--- src/design/vconv2_pkg.sv ---
// shared constants, register indexes and transaction types for the
// 2x2 valid-region convolution block; no dependencies
package vconv2_pkg;

  localparam int PIXEL_W       = 16;
  localparam int COEFF_W       = 16;
  localparam int DIM_W         = 11;
  localparam int IDX_W         = 10;
  localparam int PROD_W        = 32;
  localparam int RESULT_W      = 34;
  localparam int WIN           = 2;
  localparam int MAX_WIDTH_DEF = 1024;
  localparam int MAX_HEIGHT    = 1024;
  localparam int CFG_ADDR_W    = 3;
  localparam int CFG_DATA_W    = 16;

  localparam logic [COEFF_W-1:0] COEFF_TL_RST = 16'sd1;
  localparam logic [COEFF_W-1:0] COEFF_TR_RST = 16'sd0;
  localparam logic [COEFF_W-1:0] COEFF_BL_RST = 16'sd1;
  localparam logic [COEFF_W-1:0] COEFF_BR_RST = 16'sd0;
  localparam logic [DIM_W-1:0]   WIDTH_RST    = 11'd3;
  localparam logic [DIM_W-1:0]   HEIGHT_RST   = 11'd3;

  typedef enum logic [CFG_ADDR_W-1:0] {
    REG_COEFF_TL  = 3'd0,
    REG_COEFF_TR  = 3'd1,
    REG_COEFF_BL  = 3'd2,
    REG_COEFF_BR  = 3'd3,
    REG_WIDTH     = 3'd4,
    REG_HEIGHT    = 3'd5
  } cfg_idx_t;

  typedef struct packed {
    logic signed [COEFF_W-1:0] tl;
    logic signed [COEFF_W-1:0] tr;
    logic signed [COEFF_W-1:0] bl;
    logic signed [COEFF_W-1:0] br;
  } coeff_t;

  typedef struct packed {
    logic signed [PIXEL_W-1:0] above;
    logic signed [PIXEL_W-1:0] px;
    logic                      has_out;
    logic [IDX_W-1:0]          row;
    logic [IDX_W-1:0]          col;
    logic                      frame_end;
  } win_item_t;

endpackage

--- src/design/vconv2_if.sv ---


interface vconv2_out_if import vconv2_pkg::*; ();
  logic                       valid;
  logic                       ready;
  logic signed [RESULT_W-1:0] result;
  logic [IDX_W-1:0]           out_row;
  logic [IDX_W-1:0]           out_col;
  logic                       frame_end;

  modport source (output valid, output result, output out_row, output out_col,
                  output frame_end, input ready);
  modport sink   (input valid, input result, input out_row, input out_col,
                  input frame_end, output ready);
endinterface

--- src/design/vconv2_mac.sv ---
// multiply-accumulate pipeline: window registers, four products, adder tree
// and output register; depends on vconv2_pkg and vconv2_out_if
module vconv2_mac import vconv2_pkg::*; (
  input  logic         clk,
  input  logic         rst_n,
  input  logic         in_valid,
  output logic         in_ready,
  input  win_item_t    item,
  input  coeff_t       coeff,
  vconv2_out_if.source out_if
);

  logic signed [PIXEL_W-1:0]  ul_r, left_r;
  logic                       v2_r, v3_r, vo_r;
  logic signed [PROD_W-1:0]   p_tl_r, p_tr_r, p_bl_r, p_br_r;
  logic signed [PROD_W:0]     sa_r, sb_r;
  logic signed [RESULT_W-1:0] res_r;
  logic [IDX_W-1:0]           row2_r, col2_r, row3_r, col3_r, rowo_r, colo_r;
  logic                       fe2_r, fe3_r, feo_r;
  logic                       en2, en3, eno;

  assign eno      = !vo_r || out_if.ready;
  assign en3      = !v3_r || eno;
  assign en2      = !v2_r || en3;
  assign in_ready = en2;

  always_ff @(posedge clk) begin
    if (!rst_n) begin
      v2_r   <= 1'b0;
      v3_r   <= 1'b0;
      vo_r   <= 1'b0;
      ul_r   <= '0;
      left_r <= '0;
    end else begin
      if (en2) begin
        v2_r <= in_valid && item.has_out;
        if (in_valid) begin
          ul_r   <= item.above;
          left_r <= item.px;
        end
      end
      if (en3) begin
        v3_r <= v2_r;
      end
      if (eno) begin
        vo_r <= v3_r;
      end
    end
  end

  always_ff @(posedge clk) begin
    if (en2 && in_valid) begin
      p_tl_r <= PROD_W'(coeff.tl) * PROD_W'(ul_r);
      p_tr_r <= PROD_W'(coeff.tr) * PROD_W'(item.above);
      p_bl_r <= PROD_W'(coeff.bl) * PROD_W'(left_r);
      p_br_r <= PROD_W'(coeff.br) * PROD_W'(item.px);
      row2_r <= item.row;
      col2_r <= item.col;
      fe2_r  <= item.frame_end;
    end
    if (en3) begin
      sa_r   <= (PROD_W+1)'(p_tl_r) + (PROD_W+1)'(p_tr_r);
      sb_r   <= (PROD_W+1)'(p_bl_r) + (PROD_W+1)'(p_br_r);
      row3_r <= row2_r;
      col3_r <= col2_r;
      fe3_r  <= fe2_r;
    end
    if (eno) begin
      res_r  <= RESULT_W'(sa_r) + RESULT_W'(sb_r);
      rowo_r <= row3_r;
      colo_r <= col3_r;
      feo_r  <= fe3_r;
    end
  end

  assign out_if.valid     = vo_r;
  assign out_if.result    = res_r;
  assign out_if.out_row   = rowo_r;
  assign out_if.out_col   = colo_r;
  assign out_if.frame_end = feo_r;

endmodule

--- src/flat_wrapper.sv ---
// flat-port wrapper written by rule: the top's interface ports become plain ports
module vconv2_mac_flat import vconv2_pkg::*;
  (clk, rst_n, in_valid, in_ready, item, coeff, out_if_valid, out_if_result, out_if_out_row, out_if_out_col, out_if_frame_end, out_if_ready);
  vconv2_out_if out_if_i ();
  input  logic clk;
  input  logic rst_n;
  input  logic in_valid;
  output logic in_ready;
  input  win_item_t item;
  input  coeff_t coeff;
  output wire logic [$bits(out_if_i.valid)-1:0] out_if_valid;
  output wire logic [$bits(out_if_i.result)-1:0] out_if_result;
  output wire logic [$bits(out_if_i.out_row)-1:0] out_if_out_row;
  output wire logic [$bits(out_if_i.out_col)-1:0] out_if_out_col;
  output wire logic [$bits(out_if_i.frame_end)-1:0] out_if_frame_end;
  input wire logic [$bits(out_if_i.ready)-1:0] out_if_ready;
  assign out_if_valid = out_if_i.valid;
  assign out_if_result = out_if_i.result;
  assign out_if_out_row = out_if_i.out_row;
  assign out_if_out_col = out_if_i.out_col;
  assign out_if_frame_end = out_if_i.frame_end;
  assign out_if_i.ready = out_if_ready;
  vconv2_mac u_core (.clk(clk), .rst_n(rst_n), .in_valid(in_valid), .in_ready(in_ready), .item(item), .coeff(coeff), .out_if(out_if_i));
endmodule
--- config.mk ---
export PLATFORM = sky130hd
export DESIGN_NAME = vconv2_mac_flat
export DESIGN_NICKNAME = d
export VERILOG_FILES = /design/src/design/vconv2_pkg.sv /design/src/design/vconv2_if.sv /design/src/design/vconv2_mac.sv /design/src/flat_wrapper.sv
export SDC_FILE = /design/constraint.sdc
export NUM_CORES = 2
export LEC_CHECK = 0
export BUFFER_PORTS_ARGS = -buffer_cell sky130_fd_sc_hd__buf_2
export CAP_MARGIN = 20
export CORE_MARGIN = 5
export CORE_UTILIZATION = 45
export DETAILED_ROUTE_END_ITERATION = 16
export GPL_TIMING_DRIVEN = 0
export PLACE_DENSITY = 0.61
export SLEW_MARGIN = 20
export SYNTH_ARGS = -nofsm -noshare
export SYNTH_HDL_FRONTEND = slang
export SYNTH_SLANG_ARGS = --single-unit
export TNS_END_PERCENT = 50
--- constraint.sdc ---
create_clock -name clk -period 8.2 [get_ports clk]
set_clock_uncertainty 0.05 [all_clocks]
set_input_delay 0 -clock clk [delete_from_list [all_inputs] [get_ports clk]]
set_output_delay 0 -clock clk [all_outputs]
set_load 0.05 [all_outputs]
After elaboration in Yosys (flattened, before gate mapping)
Index checks and enable logic that the tools add are counted.
Storage, ports and cells
  flip-flop bits (word level): 326
  output and inout port bits: 57
  logic and storage cells: 37
Cells by class
  add/subtract/negate cells: 3
  multipliers: 4
  reduce and logical (&&, ||, !) cells: 9
Operators with widths (count)
  $mul 16x16->32: 4
  $add 32x32->33: 2
  $add 33x33->34: 1
  $logic_not 1->1: 3
  $logic_or 1x1->1: 3
  $logic_and 1x1->1: 2
  $reduce_and 2->1: 1

Longest topological paths before layout
  depth in word-level cells: 5
  gate-level depth with buffers: 25
  depth with buffers taken out: 22

Least setup slack after synthesis
OpenSTA, ideal clock, no wires.
  kind: reg-to-reg
  start point: register u_core.left_r[1]
  end point: register u_core.p_bl_r[31] (data pin)
  library setup time: 0.260 ns
  arrival: 6.080 ns
  data required time: 7.890 ns
  setup slack: 1.810 ns
  stages on the path, launching flop included: 21
  path buffers: 2
  clock period less this slack: 6.390 ns
  path through: dfxtp_1 > clkbuf_1 > nand2_1 > inv_1 > fa_1 > fa_1 > fa_1 > fa_1 > fa_1 > inv_1 > fa_1 > inv_1 > ha_1 > clkbuf_1 > and4_1 > and2_1 > and3_1 > a2111oi_0 > o31ai_1 > a21oi_1 > xnor2_1
Between the ends
  longest elaborated chain between the ends: 1
Ends and longest elaborated chain
  start, declared: line vconv2_mac.sv:13  | logic signed [PIXEL_W-1:0] ul_r, left_r;
  start signal, assigned: line vconv2_mac.sv:39  | left_r <= item.px;
  $mul 16x16->32: line vconv2_mac.sv:55  | p_bl_r <= PROD_W'(coeff.bl) * PROD_W'(left_r);
  end signal, assigned: line vconv2_mac.sv:55
  end, declared: line vconv2_mac.sv:15  | logic signed [PROD_W-1:0] p_tl_r, p_tr_r, p_bl_r, p_br_r;
Every way passes these cells.
A chain may end at the register's enable or synchronous reset.

Worst setup path in the final report
Ends and elaborated chain as after synthesis.

==> reports/summary.txt <==
GR Util met2: 36.83%
DRC: 0
Initial Util: 45.14%
Share of cells above drive strength 1: 4.545%
Sum of negative setup slack: 0 ns
Clk pin slew, worst setup/hold paths: 0.06 ns
Crit-path slowest cell: fa_1
Max-Cap Viols: 0
Slew Viols, Final: 0
Number of CTS-inserted buffers: 37
Fin. Hold Viols: 0
Hold worst-path end: u_core.ul_r[6]
Worst path max stage delay: 0.92 ns
Nature of the critical path endpoint: register
Worst hold margin: 0.06102 ns
Seq/Total Area, Yosys: 17.50%
FILL cells: 11.29k
Bufs on Longest Clock Path: 3
FF-to-FF path depth: 20
Critical Path Source: u_core.left_r[1]
Worst EP required: 8.43 ns
Worst path depth: 20
Clk sinks: 326
RSZ-0062 raised after global routing: false
Reg-to-reg endpoint: u_core.p_bl_r[31]
TritonCTS clock tree: yes
Number of distinct library cells after synthesis: 80
I/O Buffers: 172
FF+latch count, synth: 326
Synth warn: 0
Die ar.: 0.1269 mm²
GRT overflow: 0
Via/cell ratio: 5.172
Vias: 37.93k
Most Used Layer, Global Route: met2
Worst hold path class: in -> reg
Post-synth EDFFs: 291
Cell Area, Synth: 0.05394 mm²
Period utilization: 93.36%
Largest net degree at the start of global routing: 58
Top cell by count, worst path: fa_1
Initial DRC count: 2,388
Area Overhead vs Synth: 8.978%
First-pass GRT wire length: 222,200 µm
Syn avg cell area: 9.966 µm²
Detailed placement HPWL: 116,500 µm
Routed WL per cell: 18.94 µm
Final setup vio count: 0
M1 GR Usage: 31.71%
Met3 Usage GRT: 3.159%
Die Y: 356.2 µm
Std-Cell Rows: 127
I/O pin count: 179
Final net count: 7,291
Net Count, Synth: 7,010
Crit path max-delay family: adder cells
Crit Path Class: reg -> reg
Crit-path max FO: 10
Worst skew pair latency: 0.57 ns
CP startpoint kind: register
Arr. time, crit path: 7.89 ns
Vias in the first global route: 40.30k
Slew HR: 40.39%
Worst r2r src: u_core.left_r[1]
Drt first pass iters: 6
Most used DFF post-synth: edfxtp_1
Hold path cells: 3
Core footprint: 0.1195 mm²
R2r setup slk: 0.54 ns
GP Congestion: 0.9512
Hold path start: rst_n
Chip Width: 356.2 µm
Most common cell after layout, fill and taps aside: inv_1
Initial antenna violation count: 6
Cells after Synth: 5,412
Fmax achieved: 130.6 MHz
Final ANT Viol Nets: 0
Outcome: finished clean
CTS H-tree lvls: 2
Total GRT Usage: 22.49%
CTS root buf: clkbuf_16
CP Cell Sequence: clkbuf_1, nand2_1, inv_1, fa_1, fa_1, fa_1, fa_1, fa_1, inv_1, fa_1, inv_1, ha_1, clkbuf_1, and4_1, and2_1, and3_1, a2111oi_0, o31ai_1, a21oi_1, xnor2_1
Most frequent cells in the layout: inv_1 (1,202), fa_1 (1,051), nand2_1 (608)
Tmin final: 7.655 ns
Crit path buffers/inverters: 5
Slew @ Worst Pin: 0.8923 ns
FFs w/ async S/R, synth: 0%
Routed WL: 138,900 µm
==> tightest hold or removal path, cell delays in order <==
cell and delay (ns):
buf_2 0.21, clkbuf_1 0.25, a21boi_0 0.17
==> cell type report <==
| cell class | instances | area [µm²] | area share, % |
|---|---|---|---|
| inverters | 1203 | 4518 | 7.687 |
| flip-flops and latches | 326 | 9439 | 16.06 |
| multi-input cells | 3724 | 39390 | 67.01 |
| clock inverters | 20 | 222.7 | 0.3789 |
| well taps | 1612 | 2017 | 3.431 |
| repair buffers | 242 | 1624 | 2.763 |
| plain buffers | 159 | 604.3 | 1.028 |
| diodes | 2 | 5.005 | 0.008515 |
| clock buffers | 46 | 959.7 | 1.633 |
==> repair_timing <==
action,4_1_cts,5_1_grt
endpoints found under the setup margin,0,0
resized for setup,0,0
hold buffers,66,0
hold endpoints to repair,62,0
setup buffers,0,0
==> registers in the layout, summed over array words and instances, names as in the netlist, 16 cells and up <==
signal	count
u_core.p_tr_r	32
u_core.left_r	16
u_core.sb_r	33
u_core.p_bl_r	32
u_core.p_br_r	32
u_core.out_if.result	34
u_core.ul_r	16
u_core.p_tl_r	32
u_core.sa_r	33
==> per-layer routing <==
metal | routed length, µm | vias to the layer above
met5 | 13 | -
met3 | 9169 | 230
met2 | 64570 | 1118
met1 | 60990 | 19354
li1 | - | 17228
met4 | 4184 | 2
==> synthesized netlist by cell type (all sizes together), types with 7 or more instances <==
cell type / number / area share, %
o21bai: 33 / 0.46
nand3: 37 / 0.35
xnor2: 163 / 2.6
clkbuf: 157 / 1.1
a21oi: 156 / 1.5
and2: 507 / 5.9
or3: 7 / 0.081
o21a: 29 / 0.40
and3: 18 / 0.22
fa: 1051 / 39
nand4: 10 / 0.12
a311o: 7 / 0.13
inv: 1203 / 8.4
a31oi: 22 / 0.28
xor2: 54 / 0.88
a211oi: 20 / 0.31
nand3b: 9 / 0.13
nand2: 609 / 4.2
nor2b: 20 / 0.23
dfxtp: 35 / 1.3
ha: 425 / 9.9
nor2: 139 / 0.97
edfxtp: 291 / 16
o21ai: 91 / 0.85
a31o: 10 / 0.16
o211ai: 11 / 0.16
nor3: 27 / 0.25
nand2b: 30 / 0.35
a21o: 105 / 1.5
o31ai: 9 / 0.13
a21boi: 39 / 0.54
==> through the flow <==
stage	util [%]	cell area, µm²	instances	setup slack, ns
6_report	49.19	58780	7334	0.5447
5_1_grt	49.18	58770	7332	0.1300
4_1_cts	49.18	58770	7332	0.5598
3_5_place_dp	47.64	56930	7200	0.6011
3_3_place_gp	47.54	56810	7196	0.08427
2_1_floorplan	-	53940	5412	1.810
==> cell families after synthesis <==
kind of cell             after synthesis  share of synthesized area (%)
AO/OA/AOI/OAI                        586                          7.324
XOR/XNOR                             217                          3.524
adder cells (fa/ha/maj)             1476                          48.87
buffers and inverters               1362                          9.486
flip-flops                           326                          17.50
multiplexers                           4                        0.07424
AND/OR/NAND/NOR                     1441                          13.22
==> how the worst max path moves through the flow <==
stage	endpoint	slack, ns
after floorplan	u_core.p_bl_r[31]	1.81
after global placement	u_core.p_tl_r[4]	0.08
after detailed placement	u_core.p_bl_r[31]	0.60
after CTS	u_core.p_bl_r[31]	0.56
after global routing	u_core.p_bl_r[31]	0.13
final	u_core.p_bl_r[31]	0.54
Power is left out: the tool's default activity adds up to more than one toggle a clock period on the data nets, which glitch-free logic cannot reach.
